==> config.mk <==
export PLATFORM = sky130hd
export DESIGN_NAME = lru_page_fault_counter
export DESIGN_NICKNAME = d
export VERILOG_FILES = /design/src/rtl/lpfc_pkg.sv /design/src/rtl/lpfc_cell.sv /design/src/rtl/lru_page_fault_counter.sv
export SDC_FILE = /design/constraint.sdc
export NUM_CORES = 1
export LEC_CHECK = 0
export BUFFER_PORTS_ARGS = -buffer_cell sky130_fd_sc_hd__buf_4
export CORE_MARGIN = 8
export CORE_UTILIZATION = 40
export CTS_BUF_LIST = sky130_fd_sc_hd__clkbuf_2
export DETAILED_ROUTE_END_ITERATION = 12
export SLEW_MARGIN = 20
export SYNTH_ARGS = -nofsm -noshare
export SYNTH_HDL_FRONTEND = slang
export SYNTH_SLANG_ARGS = --single-unit
==> constraint.sdc <==
create_clock -name clk -period 4.95 [get_ports clk]
set_input_delay 0.495 -clock clk [delete_from_list [all_inputs] [get_ports clk]]
set_output_delay 0.495 -clock clk [all_outputs]
set_load 0.02 [all_outputs]
==> src/rtl/lpfc_pkg.sv <==
// ----------------------------------------------------------------------------
// lpfc_pkg: shared definitions for the LRU page fault counter
// Default sizes, register reset values and the per-cell control bundle.
// ----------------------------------------------------------------------------
`default_nettype none

package lpfc_pkg;

  localparam int DEPTH_DEF     = 16;
  localparam int PAGE_BITS_DEF = 16;
  localparam int CAP_BITS      = 5;
  localparam int COUNT_BITS    = 32;

  localparam logic [CAP_BITS-1:0]   CAP_RESET = CAP_BITS'(16);
  localparam logic [COUNT_BITS-1:0] COUNT_MAX = {COUNT_BITS{1'b1}};

  // Broadcast from the top level to every cell of the chain.
  typedef struct packed {
    logic step;   // an item is accepted this cycle
    logic hit;    // the reference matched a valid entry
    logic clear;  // the item ends its sequence
  } lpfc_ctrl_t;

endpackage

`default_nettype wire

==> src/rtl/lpfc_cell.sv <==
// ----------------------------------------------------------------------------
// lpfc_cell: one recency slot of the LRU list
// Holds a tag and a valid bit, compares against the reference and takes its
// neighbor's entry when the list moves down.
// ----------------------------------------------------------------------------
`default_nettype none

module lpfc_cell #(
  parameter int IDX       = 0,
  parameter int PAGE_BITS = lpfc_pkg::PAGE_BITS_DEF
) (
  input  wire logic                          clk,
  input  wire logic                          rst_n,
  input  wire lpfc_pkg::lpfc_ctrl_t          ctrl_i,
  input  wire logic [lpfc_pkg::CAP_BITS-1:0] cap_i,
  input  wire logic [PAGE_BITS-1:0]          ref_tag_i,
  input  wire logic [PAGE_BITS-1:0]          prev_tag_i,
  input  wire logic                          prev_valid_i,
  input  wire logic                          seen_i,
  output logic                               seen_o,
  output logic [PAGE_BITS-1:0]               tag_o,
  output logic                               valid_o
);

  import lpfc_pkg::*;

  logic [PAGE_BITS-1:0] tag_r, tag_nxt;
  logic                 valid_r, valid_nxt;
  logic                 match;
  logic                 keep;

  assign match  = valid_r && (tag_r == ref_tag_i);
  // a match here or further down the list: this slot lies at or above the hit
  assign seen_o = match | seen_i;
  assign keep   = int'(cap_i) > IDX;

  always_comb begin
    tag_nxt   = tag_r;
    valid_nxt = valid_r;
    if (ctrl_i.step) begin
      if (ctrl_i.hit) begin
        if (seen_o) begin
          tag_nxt = prev_tag_i;
        end
      end else begin
        tag_nxt   = prev_tag_i;
        valid_nxt = prev_valid_i && keep;
      end
      if (ctrl_i.clear) begin
        valid_nxt = 1'b0;
      end
    end
  end

  always_ff @(posedge clk) begin
    tag_r <= tag_nxt;
  end

  always_ff @(posedge clk) begin
    if (!rst_n) begin
      valid_r <= 1'b0;
    end else begin
      valid_r <= valid_nxt;
    end
  end

  assign tag_o   = tag_r;
  assign valid_o = valid_r;

endmodule

`default_nettype wire

==> src/rtl/lru_page_fault_counter.sv <==
// ----------------------------------------------------------------------------
// lru_page_fault_counter: LRU page replacement with a fault counter
// Keeps resident pages in recency order in a chain of cells and reports,
// for every referenced page, a fault flag and the running fault count.
// ----------------------------------------------------------------------------
// The result strobes on out_valid in the cycle after start is taken.
// Throughput: one item per cycle; busy stays low, since the whole compare,
//   shift and count update of an item settles in the cycle it is accepted
//   (the slowest path is the hit ripple through the DEPTH cells).
// Results cannot be stalled: each is shown for exactly one cycle.
// Reset (rst_n low, synchronous): list empty, count zero, capacity 16.
`default_nettype none

module lru_page_fault_counter #(
  parameter int DEPTH     = lpfc_pkg::DEPTH_DEF,
  parameter int PAGE_BITS = lpfc_pkg::PAGE_BITS_DEF
) (
  input  wire logic                            clk,
  input  wire logic                            rst_n,
  // command channel
  input  wire logic                            start,
  output logic                                 busy,
  input  wire logic [PAGE_BITS-1:0]            in_page,
  input  wire logic                            in_last_page,
  // results
  output logic                                 out_valid,
  output logic                                 out_fault,
  output logic [lpfc_pkg::COUNT_BITS-1:0]      out_fault_count,
  // capacity register
  input  wire logic                            cfg_we,
  input  wire logic [lpfc_pkg::CAP_BITS-1:0]   cfg_data
);

  import lpfc_pkg::*;

  logic                  accept;
  lpfc_ctrl_t            ctrl;

  logic [CAP_BITS-1:0]   cap_r, cap_nxt;
  logic [COUNT_BITS-1:0] total_r, total_nxt;
  logic [COUNT_BITS-1:0] total_upd;

  logic                  out_valid_r, out_valid_nxt;
  logic                  out_fault_r, out_fault_nxt;
  logic [COUNT_BITS-1:0] out_count_r, out_count_nxt;

  logic [PAGE_BITS-1:0]  tag_chain   [DEPTH];
  logic                  valid_chain [DEPTH];
  logic [DEPTH:0]        seen;

  // Every item completes in its accept cycle: never hold off the sender.
  assign busy   = 1'b0;
  assign accept = start && !busy;

  assign ctrl.step  = accept;
  assign ctrl.hit   = seen[0];
  assign ctrl.clear = in_last_page;

  // Tail of the hit ripple: nothing lies past the last cell.
  assign seen[DEPTH] = 1'b0;

  // Cell 0 takes the referenced page itself; every other cell takes the
  // entry of the cell above it when the list moves down.
  for (genvar i = 0; i < DEPTH; i++) begin : g_cell
    logic [PAGE_BITS-1:0] prev_tag;
    logic                 prev_valid;

    if (i == 0) begin : g_head
      assign prev_tag   = in_page;
      assign prev_valid = 1'b1;
    end else begin : g_body
      assign prev_tag   = tag_chain[i-1];
      assign prev_valid = valid_chain[i-1];
    end

    lpfc_cell #(
      .IDX       (i),
      .PAGE_BITS (PAGE_BITS)
    ) u_cell (
      .clk          (clk),
      .rst_n        (rst_n),
      .ctrl_i       (ctrl),
      .cap_i        (cap_r),
      .ref_tag_i    (in_page),
      .prev_tag_i   (prev_tag),
      .prev_valid_i (prev_valid),
      .seen_i       (seen[i+1]),
      .seen_o       (seen[i]),
      .tag_o        (tag_chain[i]),
      .valid_o      (valid_chain[i])
    );
  end

  // Count the fault, holding at the top value.
  always_comb begin
    total_upd = total_r;
    if (!seen[0] && (total_r != COUNT_MAX)) begin
      total_upd = total_r + COUNT_BITS'(1);
    end
  end

  always_comb begin
    cap_nxt       = cap_r;
    total_nxt     = total_r;
    out_valid_nxt = accept;
    out_fault_nxt = out_fault_r;
    out_count_nxt = out_count_r;
    if (cfg_we) begin
      cap_nxt = cfg_data;
    end
    if (accept) begin
      out_fault_nxt = !seen[0];
      out_count_nxt = total_upd;
      // a last item reports normally, then the sequence starts over
      total_nxt     = in_last_page ? '0 : total_upd;
    end
  end

  always_ff @(posedge clk) begin
    if (!rst_n) begin
      cap_r       <= CAP_RESET;
      total_r     <= '0;
      out_valid_r <= 1'b0;
    end else begin
      cap_r       <= cap_nxt;
      total_r     <= total_nxt;
      out_valid_r <= out_valid_nxt;
    end
  end

  // Result payload: no reset, qualified by the strobe.
  always_ff @(posedge clk) begin
    out_fault_r <= out_fault_nxt;
    out_count_r <= out_count_nxt;
  end

  assign out_valid       = out_valid_r;
  assign out_fault       = out_fault_r;
  assign out_fault_count = out_count_r;

endmodule

`default_nettype wire

* After elaboration in Yosys (flattened, before gate mapping) *
Cells that the tools add are included.

storage, ports and cells
  register bits = 343
  bits in latches = 0
  bits in writable memories = 0
  memory bits (read-only) = 0
  output and inout bits = 35
  logic and storage cells = 215
  memories = 0

cells by class
  add/sub/neg operators = 1
  multipliers = 0
  div/mod/pow operators = 0
  order comparisons = 16
  equality and inequality tests = 33
  shifts and indexed selects = 0
  multiplexer cells = 64
  bitwise operators = 15
  reduce and logical (&&, ||, !) cells = 49

operator list
  operator                                                        number
  2-to-1 mux 16 bit                                               30
  == test 16 bit                                                  16
  2-to-1 mux 32 bit                                               2
  greater-than comparator 5 x 4 -> 1 bit (second input constant)  8
  adder 32 x 1 -> 32 bit (second input constant)                  1
  logical AND 1 bit                                               32
  2-to-1 mux 1 bit                                                32
  != test 32 bit (second input constant)                          1
  AND reduction 2 bit                                             16
  != test 2 x 1 -> 1 bit (second input constant)                  15
  greater-than comparator 5 x 3 -> 1 bit (second input constant)  4
  bitwise OR 1 bit                                                15
  greater-than comparator 5 x 1 -> 1 bit (second input constant)  2
  greater-than comparator 5 x 2 -> 1 bit (second input constant)  2
  != test 2 bit (second input constant)                           1
  logical NOT 1 bit                                               1

* Logic depth before layout (Yosys ltp) *
  depth in word-level cells = 21
  depth in mapped cells = 13
  gate-level depth less buffers = 8

* Cells and area by module *
Synthesis repeated with hierarchy kept, for this count alone.

second synthesis, totals
  cell total of the unflattened synthesis = 1157
  area, all modules = 15496.1 um^2

modules (own cells, without submodules)
  module                             times used  cells an instance  area an instance (um^2)  seq. area each (um^2)
  lru_page_fault_counter             1           362                3609.7                   1751.7
  lpfc_cell (g_cell[0].u_cell ...)   3           50                 744.5                    500.5
  lpfc_cell (g_cell[14].u_cell ...)  2           49                 744.5                    500.5
  lpfc_cell (g_cell[10].u_cell)      1           51                 748.2                    500.5
  lpfc_cell (g_cell[12].u_cell)      1           50                 747.0                    500.5
  lpfc_cell (g_cell[4].u_cell)       1           51                 747.0                    500.5
  lpfc_cell (g_cell[8].u_cell)       1           50                 745.7                    500.5
  lpfc_cell (g_cell[5].u_cell)       1           49                 743.2                    500.5
  lpfc_cell (g_cell[13].u_cell)      1           50                 742.0                    500.5
  lpfc_cell (g_cell[11].u_cell)      1           50                 740.7                    500.5
  lpfc_cell (g_cell[1].u_cell)       1           49                 740.7                    500.5
  lpfc_cell (g_cell[3].u_cell)       1           49                 739.5                    500.5
  lpfc_cell (g_cell[7].u_cell)       1           49                 737.0                    500.5
  lpfc_cell (g_cell[15].u_cell)      1           49                 733.2                    500.5

* Worst setup path before layout *
Ideal clock, no wire load.

  path type = input to register
  start = input in_page[11]
  end = register g_cell[10].u_cell.tag_r[0] (enable)
  setup time = 0.394 ns
  data arrival time = 3.416 ns
  data required time = 4.556 ns
  setup slack = 1.140 ns
  cell stages on the path = 12
  path through = buf_2 > buf_2 > xor2_1 > nor4b_1 > nor4bb_1 > o2bb2a_1 > nand4_1 > nor4_1 > clkbuf_1 > buf_2 > nor2_1 > a21oi_1

on the way
  word-level cells in the longest chain between the ends = 19
  elaborated cells between the ends (all ways) = 49
  those cells by class = eq/ne: 17; bitwise: 15; reduce/logical: 17

ends and longest elaborated chain
  item                                       RTL line                      RTL
  from (decl)                                lru_page_fault_counter.sv:23  input wire logic [PAGE_BITS-1:0] in_page,
  == test 16 bit                             lpfc_cell.sv:32               assign match = valid_r && (tag_r == ref_tag_i);
  logical AND 1 bit                          lpfc_cell.sv:32
  bitwise OR 1 bit (15 in series)            lpfc_cell.sv:34               assign seen_o = match | seen_i;
  != test 2 x 1 -> 1 bit (no source line) *  --
  AND reduction 2 bit (no source line) *     --
  to (signal assigned)                       lpfc_cell.sv:56               tag_r <= tag_nxt;
  to (decl)                                  lpfc_cell.sv:27               logic [PAGE_BITS-1:0] tag_r, tag_nxt;

Every way passes the cells marked *; elsewhere a longest branch is shown, timed or not.
A chain may end at the register's enable or synchronous reset.

* Worst setup path after layout *
  start = register g_cell[4].u_cell.tag_r[14]
  end = register g_cell[6].u_cell.tag_r[1] (enable)

on the way
  word-level cells in the longest chain between the ends = 9

ends and longest elaborated chain
  item                                     RTL line
  from (decl)                              lpfc_cell.sv:27
  from (signal assigned)                   lpfc_cell.sv:56
  == test 16 bit                           lpfc_cell.sv:32
  logical AND 1 bit                        lpfc_cell.sv:32
  bitwise OR 1 bit (5 in series)           lpfc_cell.sv:34
  != test 2 x 1 -> 1 bit (no source line)  --
  AND reduction 2 bit (no source line)     --
  to (signal assigned)                     lpfc_cell.sv:56
  to (decl)                                lpfc_cell.sv:27

Every way passes these cells.

==> out/results.ini <==
[floorplan]
coreArea_um2=40600
io_pins=61
rows=74
die_h_um=218
initial_core_util_pct=40.2
die_w_um=218
dieArea_um2=47500

[outcome]
status=finished, final reports clean

[logic_synthesis]
synthTopCellsByArea=edfxtp_1 53%, xnor2_1 8.2%, xor2_1 7.3%
synth_cell_types=65
async_flop_share_pct=0
yosysTopAreaCell=edfxtp_1
yosysWarnings=0
synth_seq_area_share_pct=59.8
syn_area_um2=16300
syn_nets=1319
netlist.area_leader.share_pct=53.2
ys_seq_elements=343
synth_edf_count=289
synthFlopType=edfxtp_1
avgSynthCellArea_um2=12.6
netlist_instances=1292

[global_routing]
grt_first_pass_wirelength_um=65900
top_usage_layer=met2
grt_util_all_layers_pct=18.1
grt_overflow=0
use_met2_pct=27.7
use_met3_pct=4.22
grt_pass1_vias=11000
gr-usage-met1_pct=24.4
antenna_found_initial=2
grt_max_degree=85

[critical_path]
crit_start=g_cell[4].u_cell.tag_o[14]$_DFFE_PP_
crit_type=reg2reg
crit_required_ns=5.57
timing.rr.start=g_cell[4].u_cell.tag_o[14]$_DFFE_PP_
worst_setup_path_end_kind=flop
arrival_ns=4.49
critPathMaxFanout=16
startpoint_type=flop

[min_path]
min_path_type=in2reg
worstHoldStart=in_page[15]

[clock_tree]
cts_buffers=90
holdBufCountCts=32
clkLatencyLatePin_ns=0.99
cts_resized=0
clk_pin_slew_ns=0.11
cts_setup_buffers=0
cts-root-buf=clkbuf_2
cts_tree=yes
cts_buffer_depth=3
clkSinkCount=343
cts_max_level=3

[finish]
stdcell_count=2004
layout_commonest_cell=edfxtp_1
final_area_um2=18300
final_util_pct=45.1
areaGrowthSynthToFinish_pct=12.2
final_cell_mix=289 x edfxtp_1, 152 x xnor2_1, 136 x xor2_1
final_net_count=1436
drive_above_1_share_pct=15.5

[route]
finalWirelength_um=43500
vias_per_cell=5.56
drc=0
via_count=11100
drt-initial-drc-count=1009
wire_per_inst_um=21.7
drtAntennaViolNets=0
first_pass_iters=7

[timing]
setup_tns_ns=0
rsz0062_at_grt=false
clock_skew_ns=0.115
slew_viol_final=0
fin_crit_ns=3.87
finalHoldViolCount=0
tightestPinTransition_ns=1.05
fmax_mhz=259
relSlewSlack_pct=30.2
finalCritPeriodShare_pct=78.1
final-setup-viol-count=0

[placed_design]
port-buffer-count=59
dp_hpwl_um=29400
dp.cells=1817
postPlaceCellArea_um2=17200
gp_congestion=0.873

[power_and_ir_drop]
total_power_mw=6.00
p_leak_nw=6.32
irDropWorstVdd_mv=0.249
p_per_area_nw_per_um2=328

[flow_run]
drv_cap=0

[synth_stat cells, drive strengths merged, types with 7 or more instances]
library cell,number
nor3,16
nand3,49
nand4,53
and4,11
xnor2,152
mux2i,18
a31oi,7
and3,31
o211ai,8
nand2,76
inv,15
nor4b,13
a21oi,11
xor2,136
or4,17
nor3b,14
buf,45
nand3b,11
clkbuf,35
nor4,40
and2,14
a32o,7
nor2b,15
dfxtp,54
nand2b,12
edfxtp,289
nor2,46
o31a,13
[final timing paths]
check | endpoint | slack, ns | cells after the start
setup / recovery | g_cell[6].u_cell.tag_o[1]$_DFFE_PP_ | 1.08 | 8
hold / removal | g_cell[0].u_cell.tag_o[15]$_DFFE_PP_ | 0.15 | 2
setup reg to reg | g_cell[6].u_cell.tag_o[1]$_DFFE_PP_ | 1.08 | 8
hold reg to reg | g_cell[2].u_cell.tag_o[13]$_DFFE_PP_ | 0.41 | 0
[state kept, by name, summed over array words and instances, names as in the netlist]
| signal | count |
|---|---|
| out_valid | 1 |
| g_cell.u_cell.valid_o | 16 |
| cap_r | 5 |
| out_fault_count | 32 |
| out_fault | 1 |
| g_cell.u_cell.tag_o | 256 |
| total_r | 32 |
[worst max-delay path, stage by stage, from the launching register on]
cell,delay [ns]
edfxtp_1,0.47
xor2_1,0.19
nor4_1,0.43
nand4_1,0.17
nor4_1,0.73
nor3_1,0.14
and3_4,0.23
or4_1,0.61
o31a_1,0.53
[cells by family (layout without fill, tap and decap cells)]
group / count (synthesis) / in the layout / share of synthesized area, %
simple gates: 441 / 441 / 15.6
flops: 343 / 343 / 59.8
xor+xnor: 288 / 288 / 15.5
compound gates: 104 / 104 / 5.09
buf+inv: 95 / 273 / 2.71
mux: 19 / 19 / 1.17
fa+ha+maj: 1 / 1 / 0.0767
other cells: 1 / 3 / 0.0230
[where the power goes]
part / leakage, nW / switching (mW) / internal [mW] / total (mW)
registers: 3.26 / 0.115 / 3.29 / 3.41
logic: 2.44 / 0.351 / 0.217 / 0.567
clock network: 0.619 / 1.18 / 0.844 / 2.03
total: 6.32 / 1.65 / 4.35 / 6.00
[layer usage]
layer / share of wire (%) / routed length [um]
met4: 3.1 / 1360
met2: 45 / 19700
met3: 6.8 / 2940
met5: 0 / 0
met1: 45 / 19500
[through the flow]
step,worst slack [ns],hold WS (ns)
6_report,1.08,0.145
5_1_grt,1.02,0.0504
4_1_cts,1.08,0.0185
3_5_place_dp,0.844,0.455
3_3_place_gp,0.884,0.453
2_1_floorplan,1.14,0.447
[layout make-up]
cell class,instances,area (um2)
multi-input cells,854,6120
well taps,532,666
clock inverters,25,181
clock buffers,128,641
diodes,2,5.00
repair buffers,105,881
inverters,15,56.3
fillers,3744,22200
flip-flops and latches,343,9760
Power figures use the tool's default switching activity.
